### src/rtl/ttm_pkg.sv
// Shared widths, constants and helpers for the tap tempo block.
package ttm_pkg;
  localparam int DEPTH     = 30;
  localparam int ADDR_W    = $clog2(DEPTH);
  localparam int CNT_W     = $clog2(DEPTH + 1);
  localparam int TS_W      = 48;
  localparam int GAP_W     = 26;
  localparam int MINI_W    = 5;
  localparam int TEMPO_W   = 18;
  localparam int FOUND_W   = 5;
  localparam int USED_W    = 4;
  localparam int SUM_W     = GAP_W + CNT_W;
  localparam int CONST_W   = 34;
  localparam int NUM_W     = CONST_W + CNT_W;
  localparam int DCNT_W    = $clog2(NUM_W + 1);
  localparam int CFG_IDX_W = 1;

  localparam logic [CONST_W-1:0] US_PER_MIN_Q8 = 34'd15360000000;
  localparam logic [TEMPO_W-1:0] TEMPO_MAX     = '1;

  localparam logic [CFG_IDX_W-1:0] REG_MAX_GAP = 1'b0;
  localparam logic [CFG_IDX_W-1:0] REG_MIN_INT = 1'b1;

  // x / 3 for x below 64 via reciprocal 171/512
  function automatic logic [CNT_W-1:0] div3(input logic [CNT_W:0] x);
    logic [15:0] p;
    p = 16'(x) * 16'd171;
    return CNT_W'(p >> 9);
  endfunction
endpackage

### src/rtl/ttm_div.sv
// Restoring divider, one quotient bit per cycle.
module ttm_div (
  input  logic                        clk,
  input  logic                        rst,
  input  logic                        start,
  input  logic [ttm_pkg::NUM_W-1:0]   num,
  input  logic [ttm_pkg::SUM_W-1:0]   den,
  output logic                        done,
  output logic [ttm_pkg::NUM_W-1:0]   quot
);
  logic [ttm_pkg::NUM_W-1:0]  n;
  logic [ttm_pkg::SUM_W-1:0]  r;
  logic [ttm_pkg::SUM_W:0]    trial;
  logic [ttm_pkg::DCNT_W-1:0] cnt;
  logic                       busy;

  assign trial = {r, n[ttm_pkg::NUM_W-1]};
  assign quot  = n;

  always_ff @(posedge clk) begin
    if (rst) begin
      busy <= 1'b0;
      done <= 1'b0;
      cnt  <= '0;
    end else begin
      done <= busy && (cnt == ttm_pkg::DCNT_W'(1));
      if (start) begin
        busy <= 1'b1;
        cnt  <= ttm_pkg::DCNT_W'(ttm_pkg::NUM_W);
      end else if (busy) begin
        cnt <= cnt - 1'b1;
        if (cnt == ttm_pkg::DCNT_W'(1)) busy <= 1'b0;
      end
    end
  end

  always_ff @(posedge clk) begin
    if (start) begin
      n <= num;
      r <= '0;
    end else if (busy) begin
      if (trial >= {1'b0, den}) begin
        r <= ttm_pkg::SUM_W'(trial - {1'b0, den});
        n <= {n[ttm_pkg::NUM_W-2:0], 1'b1};
      end else begin
        r <= trial[ttm_pkg::SUM_W-1:0];
        n <= {n[ttm_pkg::NUM_W-2:0], 1'b0};
      end
    end
  end
endmodule

### src/rtl/tap_tempo_trimmed_mean.sv
// Tap tempo estimator: history walk, rank-based trimmed mean, tempo divide.
//  channel  | handshake            | payload
//  tap      | tap_valid/tap_stall  | tap_time_us
//  result   | res_valid/res_stall  | tempo_valid, tempo_bpm_q8, intervals_found, intervals_used
//  config   | cfg_we               | cfg_index, cfg_data
// A tap makes R history reads before the next tap can be accepted (R is N or N+1
// for N intervals found). Forming a tempo adds a ranking pass on the one gap memory
// read port and a divide, one quotient bit a cycle; a zero sum skips the divider. A
// pending result does not block the next tap; a stalled result holds the finish step.
// Reset is synchronous; history contents are unused until written, so there is no
// clearing pass.
module tap_tempo_trimmed_mean (
  input  logic                            clk,
  input  logic                            rst,
  input  logic                            tap_valid,
  output logic                            tap_stall,
  input  logic [ttm_pkg::TS_W-1:0]        tap_time_us,
  output logic                            res_valid,
  input  logic                            res_stall,
  output logic                            tempo_valid,
  output logic [ttm_pkg::TEMPO_W-1:0]     tempo_bpm_q8,
  output logic [ttm_pkg::FOUND_W-1:0]     intervals_found,
  output logic [ttm_pkg::USED_W-1:0]      intervals_used,
  input  logic                            cfg_we,
  input  logic [ttm_pkg::CFG_IDX_W-1:0]   cfg_index,
  input  logic [ttm_pkg::GAP_W-1:0]       cfg_data
);
  localparam logic [3:0] S_IDLE = 4'd0, S_WRD = 4'd1, S_WCHK = 4'd2, S_EVAL = 4'd3,
                         S_RKI = 4'd4, S_RKIW = 4'd5, S_RKJ = 4'd6, S_RKJW = 4'd7,
                         S_RKADD = 4'd8, S_DSET = 4'd9, S_DWAIT = 4'd10, S_FIN = 4'd11;

  logic [3:0] state;
  logic [ttm_pkg::GAP_W-1:0]  max_gap;
  logic [ttm_pkg::MINI_W-1:0] min_int;

  logic [ttm_pkg::TS_W-1:0]  hist_mem [ttm_pkg::DEPTH];
  logic [ttm_pkg::GAP_W-1:0] gap_mem  [ttm_pkg::DEPTH];
  logic [ttm_pkg::TS_W-1:0]  hq;
  logic [ttm_pkg::GAP_W-1:0] gq;

  logic [ttm_pkg::ADDR_W-1:0] head, rptr, wptr, gaddr;
  logic [ttm_pkg::CNT_W-1:0]  taps_stored, count, i, j, rank, n1, n2;
  logic [ttm_pkg::TS_W-1:0]   now, cur, d;
  logic [ttm_pkg::GAP_W-1:0]  gi;
  logic [ttm_pkg::SUM_W-1:0]  sum;
  logic                       tv;
  logic                       div_start, div_done;
  logic [ttm_pkg::NUM_W-1:0]  div_num, div_quot;
  logic [ttm_pkg::TEMPO_W-1:0] tempo;
  logic                       fin_go, less;

  assign tap_stall = (state != S_IDLE);
  assign d         = cur - hq;
  assign wptr      = (head == ttm_pkg::ADDR_W'(ttm_pkg::DEPTH - 1)) ? '0 : head + 1'b1;
  assign gaddr     = (state == S_RKI) ? i[ttm_pkg::ADDR_W-1:0] : j[ttm_pkg::ADDR_W-1:0];
  assign fin_go    = (state == S_FIN) && !(res_valid && res_stall);
  assign less      = (gq < gi) || ((gq == gi) && (j < i));
  assign div_start = (state == S_DSET) && (sum != '0);
  assign div_num   = ttm_pkg::NUM_W'(ttm_pkg::US_PER_MIN_Q8) * ttm_pkg::NUM_W'(n2 - n1);

  ttm_div u_div (
    .clk   (clk),
    .rst   (rst),
    .start (div_start),
    .num   (div_num),
    .den   (sum),
    .done  (div_done),
    .quot  (div_quot)
  );

  always_ff @(posedge clk) begin
    hq <= hist_mem[rptr];
    gq <= gap_mem[gaddr];
    if (fin_go) hist_mem[wptr] <= now;
    if ((state == S_WCHK) && (d <= ttm_pkg::TS_W'(max_gap)))
      gap_mem[count[ttm_pkg::ADDR_W-1:0]] <= d[ttm_pkg::GAP_W-1:0];
  end

  always_ff @(posedge clk) begin
    if (rst) begin
      max_gap <= ttm_pkg::GAP_W'(6000000);
      min_int <= ttm_pkg::MINI_W'(5);
    end else if (cfg_we) begin
      unique case (cfg_index)
        ttm_pkg::REG_MAX_GAP: max_gap <= cfg_data;
        ttm_pkg::REG_MIN_INT: min_int <= cfg_data[ttm_pkg::MINI_W-1:0];
        default: ;
      endcase
    end
  end

  always_ff @(posedge clk) begin
    if (rst) begin
      res_valid <= 1'b0;
    end else if (fin_go) begin
      res_valid <= 1'b1;
    end else if (!res_stall) begin
      res_valid <= 1'b0;
    end
  end

  always_ff @(posedge clk) begin
    if (rst) begin
      state       <= S_IDLE;
      head        <= '0;
      taps_stored <= '0;
    end else begin
      unique case (state)
        S_IDLE: if (tap_valid) begin
          now   <= tap_time_us;
          cur   <= tap_time_us;
          i     <= '0;
          count <= '0;
          rptr  <= head;
          state <= (taps_stored == '0) ? S_EVAL : S_WRD;
        end
        S_WRD: state <= S_WCHK;
        S_WCHK: begin
          if (d > ttm_pkg::TS_W'(max_gap)) begin
            state <= S_EVAL;
          end else begin
            count <= count + 1'b1;
            cur   <= hq;
            i     <= i + 1'b1;
            rptr  <= (rptr == '0) ? ttm_pkg::ADDR_W'(ttm_pkg::DEPTH - 1) : rptr - 1'b1;
            state <= (ttm_pkg::CNT_W'(i + 1'b1) == taps_stored) ? S_EVAL : S_WRD;
          end
        end
        S_EVAL: begin
          n1    <= ttm_pkg::div3({1'b0, count});
          n2    <= ttm_pkg::div3({count, 1'b0});
          i     <= '0;
          sum   <= '0;
          tempo <= '0;
          tv    <= 1'b0;
          if ((32'(count) >= 32'(min_int)) &&
              (ttm_pkg::div3({count, 1'b0}) > ttm_pkg::div3({1'b0, count}))) begin
            tv    <= 1'b1;
            state <= S_RKI;
          end else begin
            state <= S_FIN;
          end
        end
        S_RKI: state <= S_RKIW;
        S_RKIW: begin
          gi    <= gq;
          j     <= '0;
          rank  <= '0;
          state <= S_RKJ;
        end
        S_RKJ: state <= S_RKJW;
        S_RKJW: begin
          if (less) rank <= rank + 1'b1;
          j     <= j + 1'b1;
          state <= (ttm_pkg::CNT_W'(j + 1'b1) == count) ? S_RKADD : S_RKJ;
        end
        S_RKADD: begin
          if ((rank >= n1) && (rank < n2)) sum <= sum + ttm_pkg::SUM_W'(gi);
          i     <= i + 1'b1;
          state <= (ttm_pkg::CNT_W'(i + 1'b1) == count) ? S_DSET : S_RKI;
        end
        S_DSET: begin
          if (sum == '0) begin
            tempo <= ttm_pkg::TEMPO_MAX;
            state <= S_FIN;
          end else begin
            state <= S_DWAIT;
          end
        end
        S_DWAIT: if (div_done) begin
          tempo <= (div_quot > ttm_pkg::NUM_W'(ttm_pkg::TEMPO_MAX)) ?
                   ttm_pkg::TEMPO_MAX : div_quot[ttm_pkg::TEMPO_W-1:0];
          state <= S_FIN;
        end
        S_FIN: if (fin_go) begin
          tempo_valid     <= tv;
          tempo_bpm_q8    <= tempo;
          intervals_found <= (32'(count) > 32'd31) ? 5'd31 : ttm_pkg::FOUND_W'(count);
          intervals_used  <= !tv ? '0 :
                             (32'(n2 - n1) > 32'd15) ? 4'd15 : ttm_pkg::USED_W'(n2 - n1);
          head            <= wptr;
          if (32'(taps_stored) < ttm_pkg::DEPTH) taps_stored <= taps_stored + 1'b1;
          state           <= S_IDLE;
        end
        default: state <= S_IDLE;
      endcase
    end
  end
endmodule

### config.mk
export PLATFORM = sky130hd
export DESIGN_NAME = tap_tempo_trimmed_mean
export DESIGN_NICKNAME = d
export VERILOG_FILES = /design/src/rtl/ttm_pkg.sv /design/src/rtl/ttm_div.sv /design/src/rtl/tap_tempo_trimmed_mean.sv
export SDC_FILE = /design/constraint.sdc
export NUM_CORES = 2
export LEC_CHECK = 0
export ABC_AREA = 1
export BUFFER_PORTS_ARGS = -buffer_cell sky130_fd_sc_hd__buf_4
export CAP_MARGIN = 20
export CORE_MARGIN = 4
export CORE_UTILIZATION = 55
export CTS_CLUSTER_SIZE = 30
export DETAILED_ROUTE_END_ITERATION = 16
export PLACE_DENSITY_LB_ADDON = 0.1
export SETUP_SLACK_MARGIN = 0.02
export SLEW_MARGIN = 40
export SYNTH_ARGS = -nofsm -noshare
export SYNTH_HDL_FRONTEND = slang
export SYNTH_SLANG_ARGS = --single-unit
### constraint.sdc
create_clock -name clk -period 13 [get_ports clk]
set_input_delay 1.95 -clock clk [delete_from_list [all_inputs] [get_ports clk]]
set_output_delay 1.95 -clock clk [all_outputs]
set_load 0.1 [all_outputs]
# Yosys cells after proc, flatten, opt, wreduce, memory -nomap -nowiden
# Memories as Yosys holds them, arrays and structs flattened. A register that Yosys moved wholly into a read port is not among the register bits.
# Cells that the tools add are included.
# totals
ff_bits	358
n_memories	2
out_inout_bits	30
word_cells	177
mem_bits_rw	2220
in_bits	80
# op_classes
bitwise_logic	2
n_eq_ne	25
addsub	14
mul	3
n_reduce_logical	38
n_lt_le_gt_ge	12
n_mux	51
# mem_list
memory	depth	width	rd	rd_ports_with_merged_regs	wr	line	rtl
hist_mem	30	48	1	1	1	tap_tempo_trimmed_mean.sv:36	logic [ttm_pkg::TS_W-1:0] hist_mem [ttm_pkg::DEPTH];
gap_mem	30	26	1	1	1	tap_tempo_trimmed_mean.sv:37	logic [ttm_pkg::GAP_W-1:0] gap_mem [ttm_pkg::DEPTH];
# op_table
op	count
$mux 48	2
$pmux 48 s2	1
$mux 39	2
$mux 31	2
$pmux 31 s2	1
$mux 18	3
$pmux 18 s3	1
$gt 48x26->1	1
$le 48x26->1	1
$pmux 4 s12	1
$sub 48x48->48	1
$mux 5	9
$pmux 5 s2	4
$gt 39x18->1 const B	1
$mul 18x39->23 const A	1
$ge 32x31->1	1
$gt 32x4->1 const B	1
$add 31x26->31	1
$logic_not 31->1	1
$reduce_bool 31->1	1
$sub 31x31->31	1
$add 5x1->5 const B	6
$mux 4	7
$eq 26x26->1	1
37 further kinds	94

# Depth between registers and ports, before layout
# depth
word_depth	5
depth_mapped	31
depth_no_buf	31

# Hierarchy
# Synthesis repeated with hierarchy kept, for this count alone.
# unflattened
hier_cells	9629
hier_area_um2	113901.7
# by_module_without_submodules
mod	seq_area_each_um2	cells_per_inst	n_inst	area_per_inst_um2
tap_tempo_trimmed_mean	75972.9	8644	1	107712.1
ttm_div	1951.9	985	1	6189.7

# Least setup slack after synthesis
# No wires, ideal clock.
# synth_path
kind	register to register
from	register cur[0] (netlist bit)
to	register count[0] (netlist bit) (enable)
required_ns	12.526
period_less_slack_ns	6.688
setup_time_ns	0.474
path_buffers	0
arrival_ns	6.214
slack_ns	6.312
path_stages_with_launch	28
path_cell_list	edfxtp_1 > inv_1 > ha_1 > inv_1 > fa_1 > nand3_1 > nand3_1 > nand2_1 > nand2_1 > nand2_1 > nand2_1 > nand2_1 > nand2_1 > xor2_1 > ha_1 > nand2_1 > inv_1 > nand3_1 > inv_1 > a21oi_1 > o2111ai_1 > nor2_1 > nand2_1 > inv_1 > nand2_1 > nand3_1 > o21ai_0 > nor2_1
# synth_via
elab_chain_len	4
# synth_lines
element	line	rtl
start, declared	tap_tempo_trimmed_mean.sv:43	logic [ttm_pkg::TS_W-1:0] now, cur, d;
start signal, assigned	tap_tempo_trimmed_mean.sv:111	cur <= tap_time_us;
start signal, assigned	tap_tempo_trimmed_mean.sv:123	cur <= hq;
$sub 48x48->48	tap_tempo_trimmed_mean.sv:53	assign d = cur - hq;
net d, one bit	tap_tempo_trimmed_mean.sv:43	
$gt 48x26->1	tap_tempo_trimmed_mean.sv:119	if (d > ttm_pkg::TS_W'(max_gap)) begin
$ne 2x2->1 (no source line)	--	
$reduce_and 4->1 (no source line)	--	
end signal, assigned	tap_tempo_trimmed_mean.sv:122	count <= count + 1'b1;
end, declared	tap_tempo_trimmed_mean.sv:42	logic [ttm_pkg::CNT_W-1:0] taps_stored, count, i, j, rank, n1, n2;
# The timed path passes the listed nets, and every way through them passes these cells.
# A chain may end at the register's enable or synchronous reset.

# Worst setup path in the final report
# layout_path
from	register n2[1] (netlist bit)
to	register u_div.n (netlist bit u_div.quot[36]) (data pin)
# layout_via
elab_chain_len	3
# layout_lines
element	line	rtl
start, declared	tap_tempo_trimmed_mean.sv:42	
start signal, assigned	tap_tempo_trimmed_mean.sv:131	n2 <= ttm_pkg::div3({count, 1'b0});
$sub 5x4->6	tap_tempo_trimmed_mean.sv:59	assign div_num = ttm_pkg::NUM_W'(ttm_pkg::US_PER_MIN_Q8) * ttm_pkg::NUM_W'(n2 - n1);
$mul 18x39->23	tap_tempo_trimmed_mean.sv:59	
$mux 39	ttm_div.sv:38	if (start) begin
end signal, assigned	ttm_div.sv:39	n <= num;
end signal, assigned	ttm_div.sv:44	n <= {n[ttm_pkg::NUM_W-2:0], 1'b1};
end signal, assigned	ttm_div.sv:47	n <= {n[ttm_pkg::NUM_W-2:0], 1'b0};
end, declared	ttm_div.sv:11	logic [ttm_pkg::NUM_W-1:0] n;
# No other way between the ends.

==> out/metrics.csv <==
stage,metric,value,unit
setup_path,total buffers and inverters traversed by the critical path,3,
global_routing,pin count of the biggest net entering global routing,192,
timing,Max Clock Skew,0.08811,ns
synth,number of warnings printed during yosys synthesis,0,
timing,worst slew margin relative to its limit,38.33,%
cells_and_area,share of cells above drive strength 1,9.334,%
synth,most frequently used cell type in the post-synthesis netlist,sky130_fd_sc_hd__edfxtp_1,
global_routing,global-route wire length before repair,483400,microns
clocking,number of buffers on the longest clock path,4,
clocking,Clock Sink Count,2648,
worst_hold_path,Min-Delay Path Class,register to register,
timing,pins over their slew limit,0,
cells_and_area,final standard cell area without fillers,127300,sq um
drt,ratio of routed vias to standard cells,6.218,
clocking,Post-CTS Setup Bufs,0,
timing,Fin Hold WS,0.4178,ns
setup_path,Critical Path Source Type,register,
setup_path,Worst path top cell family by delay,adder cells,
clocking,CTS root buf,sky130_fd_sc_hd__clkbuf_16,
floorplanning,Die W,460.2,microns
floorplanning,row cnt,165,
setup_path,largest fanout on the critical path,7,
synth,post-synthesis cell count,9293,
timing,total count of hold-check failures in the final report,0,
global_routing,overall overflow remaining after global route,0,
clocking,clock latency at the later pin of the worst-skew pair,0.95,ns
pwr,power per cell area,233.7,nW/um^2
flow_run,Max Cap Viol,0,
synth,post-synth net total,9683,
timing,maximum operating frequency,152.8,MHz
pwr,worst IR drop on VDD,0.0002820,V
floorplanning,number of top-level design ports,110,
placed_design,number of cells after detailed placement,11754,
pwr,standby leakage power,44.70,nW
synth,top cells by instance count after synthesis,"sky130_fd_sc_hd__edfxtp_1 (2473), sky130_fd_sc_hd__nand2_1 (1187), sky130_fd_sc_hd__nor2_1 (1083)",
clocking,post-cts hold buffer count,0,
synth,number of distinct library cells after synthesis,66,
global_routing,number of global-route vias before repair,73014,
synth,Mean Syn Cell Area,12.10,sq um
clocking,clock-pin slew on the worst setup and hold paths,0.06,ns
floorplanning,total die area,211800,sq um
drt,detailed router's first-iteration violation count,9378,
cells_and_area,final net count,9818,
setup_path,type of the worst setup path,register to register,
drt,drt drc,0,
drt,remaining antenna violation count,0,
synth,"area leader, netlist",sky130_fd_sc_hd__edfxtp_1,
synth,"Top FF cell, synth",sky130_fd_sc_hd__edfxtp_1,
setup_path,category of the worst setup path capture point,register,
drt,routed length per instance,26.97,microns
clocking,# resized after CTS,0,
synth,sequential share of the synthesized area,69.15,%
clocking,depth of the CTS H-tree,5,
setup_path,required time of the critical path,13.63,ns
clocking,number of buffers created by CTS,288,
status,run status,finished clean,
drt,detailed-router iteration count before antenna repair,6,
placed_design,final HPWL from detailed placement,192600,microns
floorplanning,area of the core region,202700,sq um
timing,actual slew at the worst max-slew pin,0.9251,ns
setup_path,critical path depth in cells,25,
synth,number of flops mapped to enable cells by yosys,2473,
setup_path,longest individual stage delay on the worst path,0.53,ns
timing,count of final setup violators,0,
synth,synth top area cells,"sky130_fd_sc_hd__edfxtp_1 (66%), sky130_fd_sc_hd__o21ai_0 (4.6%), sky130_fd_sc_hd__nand2_1 (4.0%)",
synth,post-synthesis instance area,112500,sq um
setup_path,CP max stage cell,sky130_fd_sc_hd__fa_1,
timing,portion of the clock cycle consumed by the worst path in the final layout,50.33,%
clocking,TritonCTS clock tree,done,
setup_path,R2R depth,25,
timing,minimum clock period after layout,6.544,ns
cells_and_area,fill cell total of the finished layout,15493,
cells_and_area,utilization of the core after routing,62.79,%
drt,wire length reported by the detailed router,332400,microns
floorplanning,starting density of the core,55.47,%
global_routing,antenna violations before repair,24,
synth,area share of the largest cell type after synthesis,66.04,%
timing,Sum Neg Setup Slack,0,ns
floorplanning,height of the die,460.2,microns
placed_design,area of placed instances,117600,sq um
cells_and_area,growth of design area from synthesis to finish,13.20,%
worst_hold_path,number of cells on the worst hold path,0,
cells_and_area,final non-filler cell total,12325,
global_routing,total global-route track usage,30.88,%
synth,share of flip-flops with an asynchronous set or reset after synthesis,0,%
placed_design,Port Buffer Count,109,
placed_design,RePlAce Congestion,0.9481,
synth,number of register bits inferred by synthesis,2648,
setup_path,"Arr. time, crit path",7.18,ns
timing,RSZ-0062 raised after global routing,no,
drt,vias post-DR,76642,
cell type report:
type / count / area, sq um / area share [%]
sequential: 2648 / 77760 / 61.09
multi-input combinational: 5567 / 31350 / 24.63
clock buffer: 403 / 8029 / 6.307
timing repair buffer: 350 / 3749 / 2.945
tap: 2672 / 3343 / 2.626
inverter: 573 / 2206 / 1.733
clock inverter: 90 / 802.0 / 0.6300
antenna: 22 / 55.05 / 0.04325
layer usage:
| layer | up-vias | share of wire (%) | track usage [%] |
|---|---|---|---|
| met4 | 2 | 4.8 | 13.76 |
| li1 | 34341 | - | - |
| met1 | 38000 | 40 | 42.45 |
| met5 | - | 0.0033 | 0 |
| met3 | 726 | 8.1 | 4.275 |
| met2 | 3573 | 47 | 49.54 |
placed cells by master (no fill, tap or decap), types with 14 or more instances in the layout:
cell,instances
sky130_fd_sc_hd__buf_6,62
sky130_fd_sc_hd__diode_2,22
sky130_fd_sc_hd__clkbuf_16,296
sky130_fd_sc_hd__dfxtp_1,175
sky130_fd_sc_hd__inv_1,541
sky130_fd_sc_hd__nand3_1,166
sky130_fd_sc_hd__inv_2,17
sky130_fd_sc_hd__o32ai_1,17
sky130_fd_sc_hd__buf_4,222
sky130_fd_sc_hd__ha_1,279
sky130_fd_sc_hd__edfxtp_1,2473
sky130_fd_sc_hd__clkbuf_1,85
sky130_fd_sc_hd__o22ai_1,221
sky130_fd_sc_hd__a221oi_1,21
sky130_fd_sc_hd__a31oi_1,59
sky130_fd_sc_hd__o21ai_0,1022
sky130_fd_sc_hd__o211ai_1,72
sky130_fd_sc_hd__o31ai_1,26
sky130_fd_sc_hd__a21oi_1,613
sky130_fd_sc_hd__clkinv_1,37
sky130_fd_sc_hd__buf_8,28
sky130_fd_sc_hd__nor3_1,95
sky130_fd_sc_hd__fa_1,31
sky130_fd_sc_hd__clkbuf_8,22
sky130_fd_sc_hd__nor2_1,1016
sky130_fd_sc_hd__o221ai_1,314
sky130_fd_sc_hd__clkinv_2,25
sky130_fd_sc_hd__xor2_2,25
sky130_fd_sc_hd__nand4_1,33
sky130_fd_sc_hd__xnor2_1,33
sky130_fd_sc_hd__xor2_1,55
sky130_fd_sc_hd__a311oi_1,19
sky130_fd_sc_hd__nor2_2,14
sky130_fd_sc_hd__nand2_1,1185
sky130_fd_sc_hd__o21a_1,38
sky130_fd_sc_hd__buf_16,27
sky130_fd_sc_hd__nor2_4,66
metrics by stage:
stage | power, W | worst slack [ns]
2_1_floorplan | 0.01815 | 6.312
3_3_place_gp | 0.02181 | 6.475
3_5_place_dp | 0.02198 | 6.466
4_1_cts | 0.02972 | 6.465
5_1_grt | 0.03126 | 5.973
6_report | 0.02976 | 6.456
state kept, by name, indices dropped and copies added, names as in the netlist, 6 cells and up:
register / count
u_div.cnt: 6
gq: 26
hist_mem: 1440
cur: 48
hq: 48
tempo: 18
max_gap: 26
u_div.r: 31
gi: 26
tempo_bpm_q8: 18
u_div.quot: 39
sum: 31
now: 48
gap_mem: 780
path summary, 6_finish.rpt:
kind / startpoint / endpoint / slack, ns
setup / recovery: n2[1]$_DFFE_PP_ / u_div.quot[36]$_DFFE_PP_ / 6.46
hold reg to reg: tempo[2]$_DFFE_PP_ / tempo_bpm_q8[2]$_DFFE_PP_ / 0.42
hold / removal: tempo[2]$_DFFE_PP_ / tempo_bpm_q8[2]$_DFFE_PP_ / 0.42
setup reg to reg: n2[1]$_DFFE_PP_ / u_div.quot[36]$_DFFE_PP_ / 6.46
report_power, final:
part | internal [W] | switching, W
clock | 0.00455 | 0.00321
combinational | 0.00299 | 0.00763
sequential | 0.0112 | 0.000209
total | 0.0187 | 0.0110
cells by family (layout without fill, tap and decap cells):
kind of cell	after synthesis	in the layout	synth area share, %
and+or+nand+nor	2633	2633	9.402
AOI/OAI and AO/OA	2506	2506	13.22
other	1	23	0.003335
buffers and inverters	1078	1416	3.645
xor gates and xnor gates	114	114	0.8946
DFF	2648	2648	69.15
muxes	2	2	0.02003
adders and majority gates	311	311	3.665
worst reg2reg max path, stage by stage (launching register included):
cell                       delay, ns
sky130_fd_sc_hd__edfxtp_1       0.45
sky130_fd_sc_hd__ha_1           0.26
sky130_fd_sc_hd__fa_1           0.40
sky130_fd_sc_hd__o21ai_0        0.23
sky130_fd_sc_hd__xor2_1         0.36
sky130_fd_sc_hd__inv_1          0.28
sky130_fd_sc_hd__ha_1           0.31
sky130_fd_sc_hd__fa_1           0.44
sky130_fd_sc_hd__ha_1           0.30
sky130_fd_sc_hd__ha_1           0.28
sky130_fd_sc_hd__inv_1          0.05
sky130_fd_sc_hd__fa_1           0.53
sky130_fd_sc_hd__inv_1          0.05
sky130_fd_sc_hd__fa_1           0.47
sky130_fd_sc_hd__ha_1           0.36
sky130_fd_sc_hd__nand2_1        0.09
sky130_fd_sc_hd__nor2_1         0.14
sky130_fd_sc_hd__o21ai_0        0.13
sky130_fd_sc_hd__o211ai_1       0.15
sky130_fd_sc_hd__nor2_1         0.10
sky130_fd_sc_hd__o21ai_0        0.25
sky130_fd_sc_hd__a21boi_0       0.17
sky130_fd_sc_hd__nor2_1         0.14
sky130_fd_sc_hd__o21ai_0        0.12
sky130_fd_sc_hd__a21oi_1        0.15
sky130_fd_sc_hd__o21ai_0        0.10
Note: power is estimated with default switching activity, not from simulation.
